### config.mk
export PLATFORM = sky130hd
export DESIGN_NAME = serial_frame_deframer
export DESIGN_NICKNAME = d
export VERILOG_FILES = /design/src/sv/sfd_pkg.sv /design/src/sv/serial_frame_deframer.sv /design/src/sv/sfd_tracker.sv /design/src/sv/sfd_match.sv
export SDC_FILE = /design/constraint.sdc
export NUM_CORES = 1
export LEC_CHECK = 0
export BUFFER_PORTS_ARGS = -buffer_cell sky130_fd_sc_hd__buf_2
export CAP_MARGIN = 40
export CORE_MARGIN = 2
export CORE_UTILIZATION = 60
export DETAILED_ROUTE_END_ITERATION = 6
export PLACE_DENSITY = 0.81
export SLEW_MARGIN = 10
export SYNTH_ARGS = -nofsm -noshare
export SYNTH_HDL_FRONTEND = slang
export SYNTH_SLANG_ARGS = --single-unit
### constraint.sdc
create_clock -name clk -period 11.52 [get_ports clk]
set_input_delay 2.88 -clock clk [delete_from_list [all_inputs] [get_ports clk]]
set_output_delay 2.88 -clock clk [all_outputs]
set_load 0.005 [all_outputs]
### src/sv/sfd_pkg.sv
package sfd_pkg;

  localparam logic [7:0] CH_OPEN   = 8'h3C;
  localparam logic [7:0] CH_STRING = 8'h40;
  localparam logic [7:0] CH_BINARY = 8'h21;
  localparam logic [7:0] CH_CLOSE  = 8'h3E;

  // bytes 1..15 are the only ones a result ever looks at
  localparam int PEEK_BYTES = 16;
  localparam int NUM_CODES  = 6;
  localparam int NUM_WORDS  = 6;
  localparam int CFG_IDX_W  = 3;

  localparam logic [CFG_IDX_W-1:0] CFG_ECHO        = 3'd0;
  localparam logic [CFG_IDX_W-1:0] CFG_LOG         = 3'd1;
  localparam logic [CFG_IDX_W-1:0] CFG_STATUS      = 3'd2;
  localparam logic [CFG_IDX_W-1:0] CFG_IMU_REQUEST = 3'd3;
  localparam logic [CFG_IDX_W-1:0] CFG_IMU_DATA    = 3'd4;
  localparam logic [CFG_IDX_W-1:0] CFG_STICK_INPUT = 3'd5;

  localparam logic [2:0] ACT_NONE        = 3'd0;
  localparam logic [2:0] ACT_ECHO        = 3'd1;
  localparam logic [2:0] ACT_LOG         = 3'd2;
  localparam logic [2:0] ACT_STATUS      = 3'd3;
  localparam logic [2:0] ACT_IMU_REQUEST = 3'd4;
  localparam logic [2:0] ACT_IMU_DATA    = 3'd5;
  localparam logic [2:0] ACT_STICK_INPUT = 3'd6;

  typedef struct packed {
    logic                            close;
    logic                            binary;
    logic                            cmd_valid;
    logic [7:0]                      cmd;
    logic [5:0]                      length;
    logic [NUM_WORDS-1:0][15:0]      words;
    logic                            link_clear;
  } sfd_info_t;

  function automatic logic [7:0] code_reset(input int idx);
    return 8'(idx + 1);
  endfunction

endpackage

### src/sv/serial_frame_deframer.sv
// serial_frame_deframer: finds '<' framed packets in a received byte stream
// byte channel: rx_byte with byte_valid / byte_stall, one byte per beat
// frame channel: one beat per closed frame, kind, command, matched action,
//   link flag, stored length and six big-endian payload words
// config port: cfg_we writes cfg_data into command code register cfg_index
//   (echo, log, status, imu request, imu data, stick input); write only when idle
// latency: a frame beat appears two cycles after the byte that closes it
//   (one cycle in the input register, one in the result register)
// throughput: one byte per cycle, set by the single input register feeding
//   the frame tracker and command match in one step
// reset: fill count and link flag cleared, command codes back to 1..6,
//   both registers empty
// stall on the frame channel holds the result; bytes keep flowing until a
//   byte waits in the input register, then byte_stall rises
module serial_frame_deframer #(
  parameter int BUFFER_DEPTH = 32
) (
  input  logic                          clk,
  input  logic                          rst,
  input  logic                          byte_valid,
  output logic                          byte_stall,
  input  logic [7:0]                    rx_byte,
  input  logic                          cfg_we,
  input  logic [sfd_pkg::CFG_IDX_W-1:0] cfg_index,
  input  logic [7:0]                    cfg_data,
  output logic                          frame_valid,
  input  logic                          frame_stall,
  output logic                          frame_kind,
  output logic [7:0]                    command,
  output logic [2:0]                    action,
  output logic                          connected,
  output logic [5:0]                    frame_length,
  output logic [15:0]                   word_a,
  output logic [15:0]                   word_b,
  output logic [15:0]                   word_c,
  output logic [15:0]                   word_d,
  output logic [15:0]                   word_e,
  output logic [15:0]                   word_f
);
  import sfd_pkg::*;

  logic       in_full;
  logic [7:0] in_byte;
  logic       step;
  logic       link_up;
  logic       link_next;
  logic [2:0] act;
  sfd_info_t  info;

  assign step       = in_full && (!frame_valid || !frame_stall);
  assign byte_stall = in_full && frame_valid && frame_stall;

  always_ff @(posedge clk) begin
    if (rst) begin
      in_full <= 1'b0;
    end else if (byte_valid && !byte_stall) begin
      in_full <= 1'b1;
    end else if (step) begin
      in_full <= 1'b0;
    end
  end

  always_ff @(posedge clk) begin
    if (byte_valid && !byte_stall) begin
      in_byte <= rx_byte;
    end
  end

  sfd_tracker #(
    .BUFFER_DEPTH(BUFFER_DEPTH)
  ) u_tracker (
    .clk     (clk),
    .rst     (rst),
    .step    (step),
    .rx_byte (in_byte),
    .info    (info)
  );

  sfd_match u_match (
    .clk       (clk),
    .rst       (rst),
    .cfg_we    (cfg_we),
    .cfg_index (cfg_index),
    .cfg_data  (cfg_data),
    .binary    (info.binary),
    .cmd_valid (info.cmd_valid),
    .cmd       (info.cmd),
    .action    (act)
  );

  always_comb begin
    link_next = link_up;
    if (info.link_clear) begin
      link_next = 1'b0;
    end else if (info.close) begin
      link_next = (act != ACT_NONE);
    end
  end

  always_ff @(posedge clk) begin
    if (rst) begin
      link_up <= 1'b0;
    end else if (step) begin
      link_up <= link_next;
    end
  end

  always_ff @(posedge clk) begin
    if (rst) begin
      frame_valid <= 1'b0;
    end else if (step && info.close) begin
      frame_valid <= 1'b1;
    end else if (!frame_stall) begin
      frame_valid <= 1'b0;
    end
  end

  always_ff @(posedge clk) begin
    if (step && info.close) begin
      frame_kind   <= info.binary;
      command      <= info.cmd;
      action       <= act;
      connected    <= link_next;
      frame_length <= info.length;
      word_a       <= info.words[0];
      word_b       <= info.words[1];
      word_c       <= info.words[2];
      word_d       <= info.words[3];
      word_e       <= info.words[4];
      word_f       <= info.words[5];
    end
  end

  a_binary_len: assert property (@(posedge clk) disable iff (rst)
    frame_valid && frame_kind |-> frame_length >= 6'd4)
    else $error("binary frame shorter than its header");

  a_link_matches_action: assert property (@(posedge clk) disable iff (rst)
    frame_valid |-> connected == (action != ACT_NONE))
    else $error("link flag disagrees with action");

  a_stall_needs_byte: assert property (@(posedge clk) disable iff (rst)
    byte_stall |-> in_full && frame_valid)
    else $error("byte stall without a waiting byte and frame");

endmodule

### src/sv/sfd_tracker.sv
module sfd_tracker #(
  parameter int BUFFER_DEPTH = 32
) (
  input  logic              clk,
  input  logic              rst,
  input  logic              step,
  input  logic [7:0]        rx_byte,
  output sfd_pkg::sfd_info_t info
);
  import sfd_pkg::*;

  localparam int FW = $clog2(BUFFER_DEPTH + 1);

  logic [FW-1:0] fill;
  logic [FW-1:0] fill_next;
  logic [FW-1:0] cnt;
  logic          wr_en;
  logic          close;
  logic          binary;
  logic          link_clear;
  logic [8:0]    cnt_w;
  logic [7:0]    store [1:PEEK_BYTES-1];
  logic [7:0]    view  [1:PEEK_BYTES-1];

  always_comb begin
    fill_next  = fill;
    cnt        = fill;
    wr_en      = 1'b0;
    close      = 1'b0;
    binary     = 1'b0;
    link_clear = 1'b0;
    priority if (fill == '0) begin
      if (rx_byte == CH_OPEN) begin
        fill_next = FW'(1);
      end
    end else if (fill == FW'(1)) begin
      if (rx_byte == CH_STRING || rx_byte == CH_BINARY) begin
        wr_en     = 1'b1;
        fill_next = FW'(2);
      end else begin
        fill_next  = '0;
        link_clear = 1'b1;
      end
    end else if (store[1] == CH_STRING && rx_byte == CH_CLOSE) begin
      close     = 1'b1;
      fill_next = '0;
    end else if (9'(fill) >= 9'(BUFFER_DEPTH)) begin
      fill_next = (rx_byte == CH_OPEN) ? FW'(1) : '0;
    end else begin
      wr_en     = 1'b1;
      cnt       = fill + FW'(1);
      fill_next = cnt;
      if (store[1] == CH_BINARY) begin
        if (cnt == FW'(3) && rx_byte < 8'd4) begin
          fill_next = '0;
        end else if (cnt >= FW'(4) && 9'(cnt) == 9'(store[2])) begin
          close     = 1'b1;
          binary    = 1'b1;
          fill_next = '0;
        end
      end
    end
  end

  // store contents as seen after this beat's write
  always_comb begin
    for (int i = 1; i < PEEK_BYTES; i++) begin
      view[i] = (wr_en && fill == FW'(i)) ? rx_byte : store[i];
    end
  end

  always_comb begin
    cnt_w           = 9'(cnt);
    info.close      = close;
    info.binary     = binary;
    info.link_clear = link_clear;
    info.cmd_valid  = binary || (fill >= FW'(3));
    if (binary) begin
      info.cmd = view[3];
    end else if (fill >= FW'(3)) begin
      info.cmd = view[2];
    end else begin
      info.cmd = 8'd0;
    end
    info.length = (cnt_w > 9'd63) ? 6'd63 : cnt_w[5:0];
    for (int k = 0; k < NUM_WORDS; k++) begin
      info.words[k][15:8] = (FW'(4 + 2 * k) < cnt) ? view[4 + 2 * k] : 8'd0;
      info.words[k][7:0]  = (FW'(5 + 2 * k) < cnt) ? view[5 + 2 * k] : 8'd0;
    end
  end

  always_ff @(posedge clk) begin
    if (rst) begin
      fill <= '0;
    end else if (step) begin
      fill <= fill_next;
    end
  end

  always_ff @(posedge clk) begin
    if (step && wr_en) begin
      for (int i = 1; i < PEEK_BYTES; i++) begin
        if (fill == FW'(i)) begin
          store[i] <= rx_byte;
        end
      end
    end
  end

  a_fill_bound: assert property (@(posedge clk) disable iff (rst)
    9'(fill) <= 9'(BUFFER_DEPTH))
    else $error("fill count beyond buffer depth");

  a_close_resets_fill: assert property (@(posedge clk) disable iff (rst)
    step && close |=> fill == '0)
    else $error("fill count not cleared after frame close");

endmodule

### src/sv/sfd_match.sv
module sfd_match (
  input  logic                          clk,
  input  logic                          rst,
  input  logic                          cfg_we,
  input  logic [sfd_pkg::CFG_IDX_W-1:0] cfg_index,
  input  logic [7:0]                    cfg_data,
  input  logic                          binary,
  input  logic                          cmd_valid,
  input  logic [7:0]                    cmd,
  output logic [2:0]                    action
);
  import sfd_pkg::*;

  logic [7:0] codes [NUM_CODES];

  always_ff @(posedge clk) begin
    if (rst) begin
      for (int i = 0; i < NUM_CODES; i++) begin
        codes[i] <= code_reset(i);
      end
    end else if (cfg_we && 32'(cfg_index) < NUM_CODES) begin
      codes[cfg_index] <= cfg_data;
    end
  end

  always_comb begin
    priority if (!cmd_valid) begin
      action = ACT_NONE;
    end else if (binary) begin
      priority if (cmd == codes[CFG_IMU_REQUEST]) action = ACT_IMU_REQUEST;
      else if (cmd == codes[CFG_IMU_DATA]) action = ACT_IMU_DATA;
      else if (cmd == codes[CFG_ECHO]) action = ACT_ECHO;
      else if (cmd == codes[CFG_STICK_INPUT]) action = ACT_STICK_INPUT;
      else action = ACT_NONE;
    end else begin
      priority if (cmd == codes[CFG_ECHO]) action = ACT_ECHO;
      else if (cmd == codes[CFG_LOG]) action = ACT_LOG;
      else if (cmd == codes[CFG_STATUS]) action = ACT_STATUS;
      else action = ACT_NONE;
    end
  end

endmodule
==> impl_metrics.json, run 1 <==
{
  "cp_max_fo": 3,
  "synth_cells": 1160,
  "wl_per_cell_um": 20.7,
  "startpoint": "frame_stall",
  "synth_commonest_cells": "195 x edfxtp_1, 114 x nand2_1, 105 x dfxtp_1",
  "r2r_setup_slack_ns": 6.70,
  "post-route-min-period_ns": 6.20,
  "worstSetupStartpointType": "input pin",
  "grt_first_pass_wirelength_um": 50700,
  "hold_depth": 2,
  "hp-start": "u_tracker.store[4][3]",
  "die_w_um": 154,
  "finalSetupViolCount": 0,
  "cts_root_buf": "clkbuf_16",
  "rsz0062_at_grt": "false",
  "syn_area_per_cell_um2": 11.7,
  "worstReg2RegEnd": "connected",
  "antenna_found_initial": 1,
  "synth_top_cell_by_area": "edfxtp_1",
  "drive_gt1_share_pct": 23.4,
  "clk_pin_slew_ns": 0.06,
  "post_cts_resized": 0,
  "area.growth.synth_to_final_pct": 14.6,
  "dr.pass1.iters": 7,
  "slew_viol_final": 0,
  "first_global_vias": 9264,
  "cp-end-kind": "output pin",
  "p_total_mw": 2.23,
  "gp_congestion": 1.01,
  "portBuffers": 140,
  "synthTopCellsByArea": "edfxtp_1 43%, dfxtp_1 15%, mux2_2 4.8%",
  "cts_post_setup_buffers_inserted": 0,
  "ctsHoldBuffers": 0,
  "hold_violations": 0,
  "worstSetupPathType": "in -> out",
  "p_leak_nw": 5.55,
  "tightest_slew_ns": 0.935,
  "post_dp_cell_area_um2": 14500,
  "p_switching_mw": 0.473,
  "grt_max_degree": 46,
  "period_share_pct": 53.8,
  "num_io_pins": 141,
  "viasPerCell": 5.98,
  "num-nets-final": 1319,
  "ys_seq_area_share_pct": 58.6,
  "synth_area_um2": 13600,
  "core_area_um2": 22400,
  "cap_violations": 0,
  "min_path_type": "reg -> reg",
  "synthMostInstantiatedCell": "edfxtp_1",
  "drtAntennaViolNets": 0,
  "tns_ns": 0,
  "stdcell_area_um2": 15600,
  "ys.flop_type": "edfxtp_1",
  "required_ns": 8.64,
  "grtUsageTotal_pct": 27.4,
  "finalClockSkew_ns": 0.0146,
  "place_inst": 1544,
  "drtIter0Drc": 949,
  "dieArea_um2": 23900,
  "antenna_cells": 0,
  "power_frac_comb_pct": 3.3,
  "vias": 9567,
  "die_y_um": 154,
  "r2r_start": "in_byte[4]",
  "max_freq_mhz": 161,
  "r2r_cells": 11,
  "fin_ws_ns": 5.32,
  "cts.sinks": 300,
  "power_density_nw_per_um2": 143,
  "numCtsBuffers": 30,
  "seq_power_share_pct": 52.6,
  "whs_endpoint": "u_tracker.store[4][3]",
  "switching_share_pct": 21.2,
  "syn_nets": 1188,
  "pwr-share-clk_pct": 44.1,
  "synth-edff-count": 195,
  "peakVddDrop_mv": 0.130,
  "async_flop_share_pct": 0,
  "dp_hpwl_um": 22800,
  "synth_top_area_share_pct": 43.1,
  "finalNonFillerCells": 1599,
  "cts.path.max_buffers": 3,
  "row_count": 55,
  "slew-limit-headroom_pct": 37.1,
  "cts_tree": "built",
  "drc_errors": 2,
  "ys_ff_latch": 300,
  "status": "finished, violations left",
  "initial_utilization_pct": 60.6,
  "power.internal_mw": 1.76,
  "clk_latency_ns": 0.57,
  "violations": "DRC",
  "drt-total-wl_um": 33100,
  "crit_arrival_ns": 3.32,
  "grt_overflow": 0,
  "dp_slack_ns": 5.33,
  "h-tree-depth": 1,
  "ys_warn_count": 0,
  "synthDistinctLibCells": 88
}
## layer usage
| layer | up-vias | part of all wire, % | global-route usage [%] |
|---|---|---|---|
| met2 | 430 | 48 | 46.3 |
| met1 | 4620 | 41 | 36.2 |
| met3 | 72 | 7.2 | 4.26 |
| met4 | 0 | 3.5 | 10.1 |
| met5 | - | 0 | 0 |
| li1 | 4445 | - | - |
## registers in the layout (all words and copies together), names as in the netlist, 3 cells and up
register         cells
word_b              16
action               3
in_byte              8
frame_length         6
word_a              16
u_match.codes       48
command              8
word_d              16
word_e              16
word_f              16
u_tracker.fill       6
u_tracker.store    120
word_c              16
## worst max-delay path, cell delays in order
cell and delay [ns]:
buf_2 0.11, and3_1 0.20, buf_2 0.13
## per-stage QoR
step / hold WS [ns] / util, %
2_1_floorplan: 0.418 / -
3_3_place_gp: 0.427 / 64.5
3_5_place_dp: 0.434 / 64.8
4_1_cts: 0.449 / 69.4
5_1_grt: 0.463 / 69.4
6_report: 0.447 / 69.4
## power groups by stage
stage / Clock (mW) / Sequential, mW / Combinational (mW)
final: 0.984 / 1.17 / 0.0741
after global routing: 1.04 / 1.17 / 0.0796
after CTS: 0.995 / 1.17 / 0.0729
after floorplan: 0 / 1.19 / 0.0485
after detailed placement: 0 / 1.19 / 0.0726
after global placement: 0 / 1.19 / 0.0707
## cell type report
class / count / area [µm²]
multi-input combinational: 777 / 5290
inverter: 26 / 97.6
fill: 1628 / 6870
timing repair buffer: 156 / 833
clock buffer: 44 / 916
sequential: 300 / 7960
clock inverter: 11 / 115
tap: 285 / 357
## worst max-delay path by stage
stage | to | slack, ns | cells after the start
2_1_floorplan | action[0] | 3.05 | 3
3_3_place_gp | byte_stall | 5.33 | 3
3_5_place_dp | byte_stall | 5.33 | 3
4_1_cts | byte_stall | 5.33 | 3
5_1_grt | byte_stall | 5.30 | 3
6_report | byte_stall | 5.32 | 3
## cell usage in the layout (no fill, tap or decap), drive strengths merged, types with 16 or more instances in the layout
cell / count
edfxtp: 195
buf: 156
nand2: 115
dfxtp: 105
a21oi: 64
xnor2: 63
mux2: 58
nor2b: 55
nor2: 45
clkbuf: 44
and2: 43
o21ai: 42
nand3: 39
xor2: 29
nor3: 29
inv: 27
and3: 19
nor4: 16
mux2i: 16
## kinds of logic (layout without fill, tap and decap cells)
group	after synthesis	count (layout)	share of synthesized area (%)
AO/OA/AOI/OAI	178	178	9.08
XOR/XNOR	92	92	5.93
adder cells (fa/ha/maj)	4	4	0.368
buffers and inverters	83	237	2.57
flip-flops	300	300	58.6
multiplexers	74	74	6.26
AND/OR/NAND/NOR	429	429	17.2
Note: power is estimated with default switching activity, not from simulation.
==> inputs of run 2 (changes only) <==
--- a/config.mk
+++ b/config.mk
@@ -5,12 +5,13 @@
 export SDC_FILE = /design/constraint.sdc
 export NUM_CORES = 1
 export LEC_CHECK = 0
+export ABC_AREA = 1
 export BUFFER_PORTS_ARGS = -buffer_cell sky130_fd_sc_hd__buf_2
 export CAP_MARGIN = 40
 export CORE_MARGIN = 2
-export CORE_UTILIZATION = 60
+export CORE_UTILIZATION = 59
 export DETAILED_ROUTE_END_ITERATION = 6
-export PLACE_DENSITY = 0.81
+export PLACE_DENSITY = 0.8
 export SLEW_MARGIN = 10
 export SYNTH_ARGS = -nofsm -noshare
 export SYNTH_HDL_FRONTEND = slang
==> constraint.sdc (replaced) <==
create_clock -name clk -period 6.2 [get_ports clk]
set_input_delay 1.55 -clock clk [delete_from_list [all_inputs] [get_ports clk]]
set_output_delay 1.55 -clock clk [all_outputs]
set_load 0.005 [all_outputs]
==> run 2 against run 1 <==
Net effect: the flow now finishes without violations; global-route usage fell by 1.9 points; total power rose by 96%; final cell count up 14%; flip-flop and latch count unchanged; first-iteration DRC count decreased by 35%; critical endpoint is now connected; worst setup slack lost 3.1 ns.
==> impl_metrics.json, run 2 <==
{
  "status": "complete, no violations",
  "critPathSlowestCell": "edfxtp_1",
  "ys_warn_count": 0,
  "first_global_vias": 9337,
  "synth_commonest_cells": "240 x nand2_1, 195 x edfxtp_1, 188 x inv_1",
  "h-tree-depth": 1,
  "ys_ff_latch": 300,
  "multi_input_area_um2": 4400,
  "cp.buffers_inverters": 5,
  "die_w_um": 154,
  "grt_overflow": 0,
  "slew_viol_final": 0,
  "dr.pass1.iters": 5,
  "portBuffers": 140,
  "vias": 9890,
  "max_stage_delay_ns": 0.50,
  "cts_tree": "built",
  "finalNonFillerCells": 1827,
  "cp_max_fo": 18,
  "drive_gt1_share_pct": 24.1,
  "drtIter0Drc": 618,
  "required_ns": 6.51,
  "grtUsageTotal_pct": 25.5,
  "dp_hpwl_um": 20900,
  "synth_area_um2": 13300,
  "grt_max_degree": 58,
  "grt_first_pass_wirelength_um": 48000,
  "finalClockSkew_ns": 0.00998,
  "cap_violations": 0,
  "post_cts_resized": 0,
  "crit_top_cell": "nand2_1",
  "hold_violations": 0,
  "p_total_mw": 4.36,
  "largest-register": "u_tracker.store",
  "num_io_pins": 141,
  "synthDistinctLibCells": 43,
  "numCtsBuffers": 30,
  "fin_ws_ns": 2.19,
  "post_dp_cell_area_um2": 14400,
  "critPathTopFamily": "simple AND/OR/NAND/NOR gates",
  "final_common_cell": "nand2_1",
  "synth_top_area_share_pct": 43.9,
  "place_inst": 1771,
  "dp_slack_ns": 1.99,
  "reg_top3": "u_tracker.store: 120 flops, u_match.codes: 48 flops",
  "cp-end-kind": "flip-flop",
  "p_leak_nw": 6.85,
  "wl_per_cell_um": 16.7,
  "gp_congestion": 0.920,
  "clk_pin_slew_ns": 0.06,
  "ctsHoldBuffers": 0,
  "core_area_um2": 22400,
  "synthMostInstantiatedCell": "nand2_1",
  "cts.sinks": 300,
  "syn_area_per_cell_um2": 9.73,
  "synth_cells": 1371,
  "ys.flop_type": "edfxtp_1",
  "die_y_um": 154,
  "min_path_type": "reg -> reg",
  "finalSetupViolCount": 0,
  "tightest_slew_ns": 0.763,
  "post-route-min-period_ns": 4.01,
  "initial_utilization_pct": 59.4,
  "seqCellArea_um2": 7960,
  "cts_root_buf": "clkbuf_16",
  "worstSetupPathType": "reg -> reg",
  "cts.path.max_buffers": 3,
  "path_cells": "clkinv_1, buf_16, nand2_1, nor2_1, nand2_1, nand3_1, nand2_1, inv_2, nand3_2, o21ai_1, nand2_2, nand2_2, nand2_1, nand2_1, nor2_1, nand2_1, nor2_2, inv_2, nand2_1, nand2_1, nor2_1, nand2_1, nand2_1, inv_1",
  "antenna_found_initial": 0,
  "stdcell_area_um2": 15600,
  "worstSetupStartpointType": "flip-flop",
  "mostFrequentLayoutCells": "240 x nand2_1, 195 x edfxtp_1, 188 x inv_1, 141 x buf_2, 108 x nor2_1",
  "n_fill_cell": 1695,
  "rsz0062_at_grt": "false",
  "dieArea_um2": 23800,
  "ys_seq_area_share_pct": 59.7,
  "viasPerCell": 5.41,
  "slew-limit-headroom_pct": 48.8,
  "final_util_pct": 69.4,
  "cts_post_setup_buffers_inserted": 0,
  "largest_register_ff_count": 120,
  "peakVddDrop_mv": 0.270,
  "clk_latency_ns": 0.55,
  "async_flop_share_pct": 0,
  "row_count": 55,
  "crit_arrival_ns": 4.32,
  "area.growth.synth_to_final_pct": 16.8,
  "drc_errors": 0,
  "syn_nets": 1399,
  "period_share_pct": 64.7,
  "tns_ns": 0,
  "drt-total-wl_um": 30500,
  "synth_top_cell_by_area": "edfxtp_1",
  "synthTopCellsByArea": "edfxtp_1 44%, dfxtp_1 16%, nand2_1 6.8%",
  "drtAntennaViolNets": 0,
  "num-nets-final": 1546,
  "synth-edff-count": 195,
  "power_density_nw_per_um2": 280,
  "hold_slack_ns": 0.479,
  "r2r_setup_slack_ns": 2.19,
  "max_freq_mhz": 249,
  "antenna_cells": 0
}
==> run 2: cell types whose count changed after synthesis, moves of 19 or more <==
| cell | delta |
|---|---|
| nand3b_1 | +21 |
| mux2_2 | -58 |
| xor2_1 | -27 |
| and3_1 | -19 |
| or2_2 | +82 |
| nor2b_1 | -55 |
| nor2_1 | +65 |
| inv_1 | +162 |
| xnor2_1 | -62 |
| a21oi_1 | +44 |
| a211oi_1 | +85 |
| and2_1 | -43 |
| nand2_1 | +126 |
==> run 2: worst reg2reg max path, delay by kind of cell, from the launching register on <==
kind | cells | cell delay (ns)
buffers and inverters | 5 | 1.01
AO/OA/AOI/OAI | 1 | 0.19
flip-flops | 1 | 0.50
AND/OR/NAND/NOR | 18 | 2.04
==> run 2: per-layer routing <==
metal | part of all wire, % | vias up | wire length (µm) | global-route usage (%)
met5 | 0 | - | 0 | 0
met4 | 2.5 | 0 | 770 | 7.63
met3 | 7.2 | 59 | 2200 | 3.81
met2 | 47 | 341 | 14300 | 42.8
met1 | 43 | 4607 | 13200 | 34.7
li1 | - | 4883 | - | -
==> run 2: path summary, 6_finish.rpt <==
check / end / cells after the start / from
worst max-delay path: connected / 24 / in_byte[7]
worst min-delay path: u_tracker.store[10][2] / 2 / u_tracker.store[10][2]
worst max register to register: connected / 24 / in_byte[7]
worst min register to register: u_tracker.store[10][2] / 2 / u_tracker.store[10][2]
==> run 2: cell type report <==
| class | count | share of cell area [%] |
|---|---|---|
| clock buffer | 41 | 6.03 |
| clock inverter | 15 | 1.53 |
| inverter | 203 | 4.89 |
| multi-input combinational | 820 | 28.3 |
| sequential | 300 | 51.1 |
| tap | 285 | 2.29 |
| timing repair buffer | 163 | 5.87 |
==> run 2: power by group <==
| group | leakage, nW | total, mW | internal [mW] | switching, mW |
|---|---|---|---|---|
| combinational | 3.43 | 0.117 | 0.0358 | 0.0809 |
| clock | 0.585 | 2.08 | 1.32 | 0.768 |
| sequential | 2.84 | 2.16 | 2.14 | 0.0195 |
==> run 2: kinds of logic (layout without fill, tap and decap cells) <==
family / count (synthesis) / count (layout) / share of synthesized area, %
AO/OA/AOI/OAI: 229 / 229 / 10.4
XOR/XNOR: 3 / 3 / 0.197
adder cells (fa/ha/maj): 4 / 4 / 0.375
buffers and inverters: 251 / 422 / 7.37
flip-flops: 300 / 300 / 59.7
AND/OR/NAND/NOR: 584 / 584 / 21.9
==> inputs of run 3 (changes only) <==
--- a/config.mk
+++ b/config.mk
@@ -9,9 +9,9 @@
 export BUFFER_PORTS_ARGS = -buffer_cell sky130_fd_sc_hd__buf_2
 export CAP_MARGIN = 40
 export CORE_MARGIN = 2
-export CORE_UTILIZATION = 59
+export CORE_UTILIZATION = 53
 export DETAILED_ROUTE_END_ITERATION = 6
-export PLACE_DENSITY = 0.8
+export PLACE_DENSITY = 0.76
 export SLEW_MARGIN = 10
 export SYNTH_ARGS = -nofsm -noshare
 export SYNTH_HDL_FRONTEND = slang
==> constraint.sdc (replaced) <==
create_clock -name clk -period 3.2 [get_ports clk]
set_input_delay 0.8 -clock clk [delete_from_list [all_inputs] [get_ports clk]]
set_output_delay 0.8 -clock clk [all_outputs]
set_load 0.005 [all_outputs]
==> run 3 against run 2 <==
Net effect: global-route usage fell by 1.6 points; routed wire length increased by 5.4%; via count increased by 2.6%; fmax up 31%; total power grew 84%.
==> impl_metrics.json, run 3 (synthesized netlist as in run 2, its figures left out) <==
{
  "required_ns": 3.50,
  "numCtsBuffers": 29,
  "wl_per_cell_um": 16.5,
  "hold_violations": 0,
  "wl_met3_um": 2020,
  "seq_power_share_pct": 52.3,
  "clk_latency_ns": 0.55,
  "whs_endpoint": "in_byte[5]",
  "portBuffers": 140,
  "hold_depth": 1,
  "rsz0062_at_grt": "true",
  "r2r_setup_slack_ns": 0.14,
  "clk_pin_slew_ns": 0.07,
  "cp-end-kind": "flip-flop",
  "num-nets-final": 1619,
  "wl_met1_um": 14000,
  "slew-limit-headroom_pct": 51.6,
  "pwr-share-clk_pct": 44.6,
  "power_density_nw_per_um2": 491,
  "antenna_cells": 0,
  "grtUsageTotal_pct": 23.9,
  "largest_register_ff_count": 120,
  "worstSetupPathType": "reg -> reg",
  "drtIter0Drc": 773,
  "drtAntennaViolNets": 0,
  "vias": 10100,
  "r2r_cells": 27,
  "critPathSlowestCell": "dfxtp_4",
  "tightest_slew_ns": 0.722,
  "cts_root_buf": "clkbuf_16",
  "finalClockSkew_ns": 0.0164,
  "dr.pass1.iters": 5,
  "peakVddDrop_mv": 0.423,
  "power_frac_comb_pct": 3.1,
  "cap_violations": 0,
  "antenna_found_initial": 0,
  "cts_tree": "built",
  "hp-start": "rx_byte[5]",
  "min_path_type": "in -> reg",
  "mostFrequentLayoutCells": "228 x nand2_1, 195 x edfxtp_1, 184 x inv_1, 141 x buf_2, 104 x nor2_1",
  "crit_arrival_ns": 3.36,
  "num_io_pins": 141,
  "n_fill_cell": 1963,
  "ctsHoldBuffers": 0,
  "finalSetupViolCount": 0,
  "largest-register": "u_tracker.store",
  "viasPerCell": 5.22,
  "cts.sinks": 300,
  "reg_top3": "u_tracker.store: 120 flops, u_match.codes: 48 flops",
  "die_w_um": 163,
  "grt_overflow": 0,
  "slew_viol_final": 0,
  "period_share_pct": 95.7,
  "cp_max_fo": 8,
  "wl_met2_um": 15400,
  "dp_hpwl_um": 22400,
  "power.internal_mw": 6.34,
  "drc_errors": 0,
  "r2r_start": "u_tracker.fill[0]",
  "status": "complete, no violations",
  "drive_gt1_share_pct": 29.4,
  "grt_max_degree": 85,
  "crit_top_cell": "nand2_1",
  "startpoint": "u_tracker.fill[0]",
  "p_switching_mw": 1.67,
  "first_global_vias": 9176,
  "gp_congestion": 0.936,
  "max_freq_mhz": 327,
  "post-route-min-period_ns": 3.06,
  "initial_utilization_pct": 53.4,
  "p_leak_nw": 7.14,
  "worstSetupStartpointType": "flip-flop",
  "p_total_mw": 8.01,
  "row_count": 58,
  "die_y_um": 163,
  "drt-total-wl_um": 32100,
  "max_stage_delay_ns": 0.42,
  "worstReg2RegEnd": "connected",
  "dieArea_um2": 26400,
  "highest_layer": "met4",
  "area.growth.synth_to_final_pct": 22.2,
  "final_util_pct": 65.3,
  "cts.path.max_buffers": 3,
  "switching_share_pct": 20.8,
  "core_area_um2": 25000,
  "h-tree-depth": 1,
  "final_common_cell": "nand2_1",
  "grt_first_pass_wirelength_um": 49100
}
run 3: cell count changes in the layout (fill, tap and decap cells not counted), sizes merged:
| cell | change |
|---|---|
| nand4 | +1 |
| bufinv | -2 |
| clkbuf | -4 |
| buf | +72 |
| clkinv | +1 |
| clkinvlp | +3 |
| nand3 | +1 |
| inv | -1 |
run 3: cell type report:
cell class	instances	area, µm²	area share [%]
repair buffers	235	1490	9.11
clock buffers	37	808	4.96
clock inverters	16	193	1.18
multi-input cells	822	4660	28.6
flip-flops and latches	300	7970	48.9
well taps	330	413	2.53
inverters	203	772	4.74
run 3: through the flow:
| step | TNS [ns] | worst slack, ns | std cells | hold slack, ns | area (µm²) |
|---|---|---|---|---|---|
| floorplan | -48.99 | -0.423 | 1371 | 0.438 | 13400 |
| CTS | 0 | 0.0195 | 1917 | 0.419 | 15900 |
| global placement | 0 | 0.0451 | 1862 | 0.453 | 14800 |
| global route | -0.0834 | -0.0644 | 1943 | 0.418 | 16300 |
| finish | 0 | 0.137 | 1943 | 0.427 | 16300 |
| detailed placement | -0.00155 | -0.00155 | 1863 | 0.465 | 14800 |
run 3: worst max-delay path by stage:
stage / end / cells past startpoint
finish: connected / 27
global route: connected / 26
CTS: connected / 23
detailed placement: word_a[0] / 12
global placement: connected / 25
floorplan: action[0] / 12
run 3: power groups by stage:
stage	logic, mW	registers, mW	clock network, mW
3_5_place_dp	0.235	4.27	0
6_report	0.246	4.19	3.57
3_3_place_gp	0.231	4.27	0
2_1_floorplan	0.144	4.25	0
4_1_cts	0.238	4.19	3.61
5_1_grt	0.270	4.19	3.78
run 3: metal layers:
metal | track usage [%] | vias to the layer above
li1 | - | 5015
met1 | 32.8 | 4746
met2 | 39.7 | 318
met3 | 3.49 | 67
met4 | 7.08 | 0
met5 | 0 | -
run 3: worst max-delay path: cells and delay by family, from the launching register on:
family / cells / cell delay [ns]
adder cells (fa/ha/maj): 1 / 0.26
buffers and inverters: 6 / 0.43
flip-flops: 1 / 0.42
AND/OR/NAND/NOR: 20 / 1.70
run 3: repair_timing:
action / 4_1_cts / 5_1_grt
gates cloned: 0 / 2
pin swaps: 0 / 19
resized for setup: 0 / 55
endpoints found under the setup margin: 1 / 15
setup buffers: 1 / 24
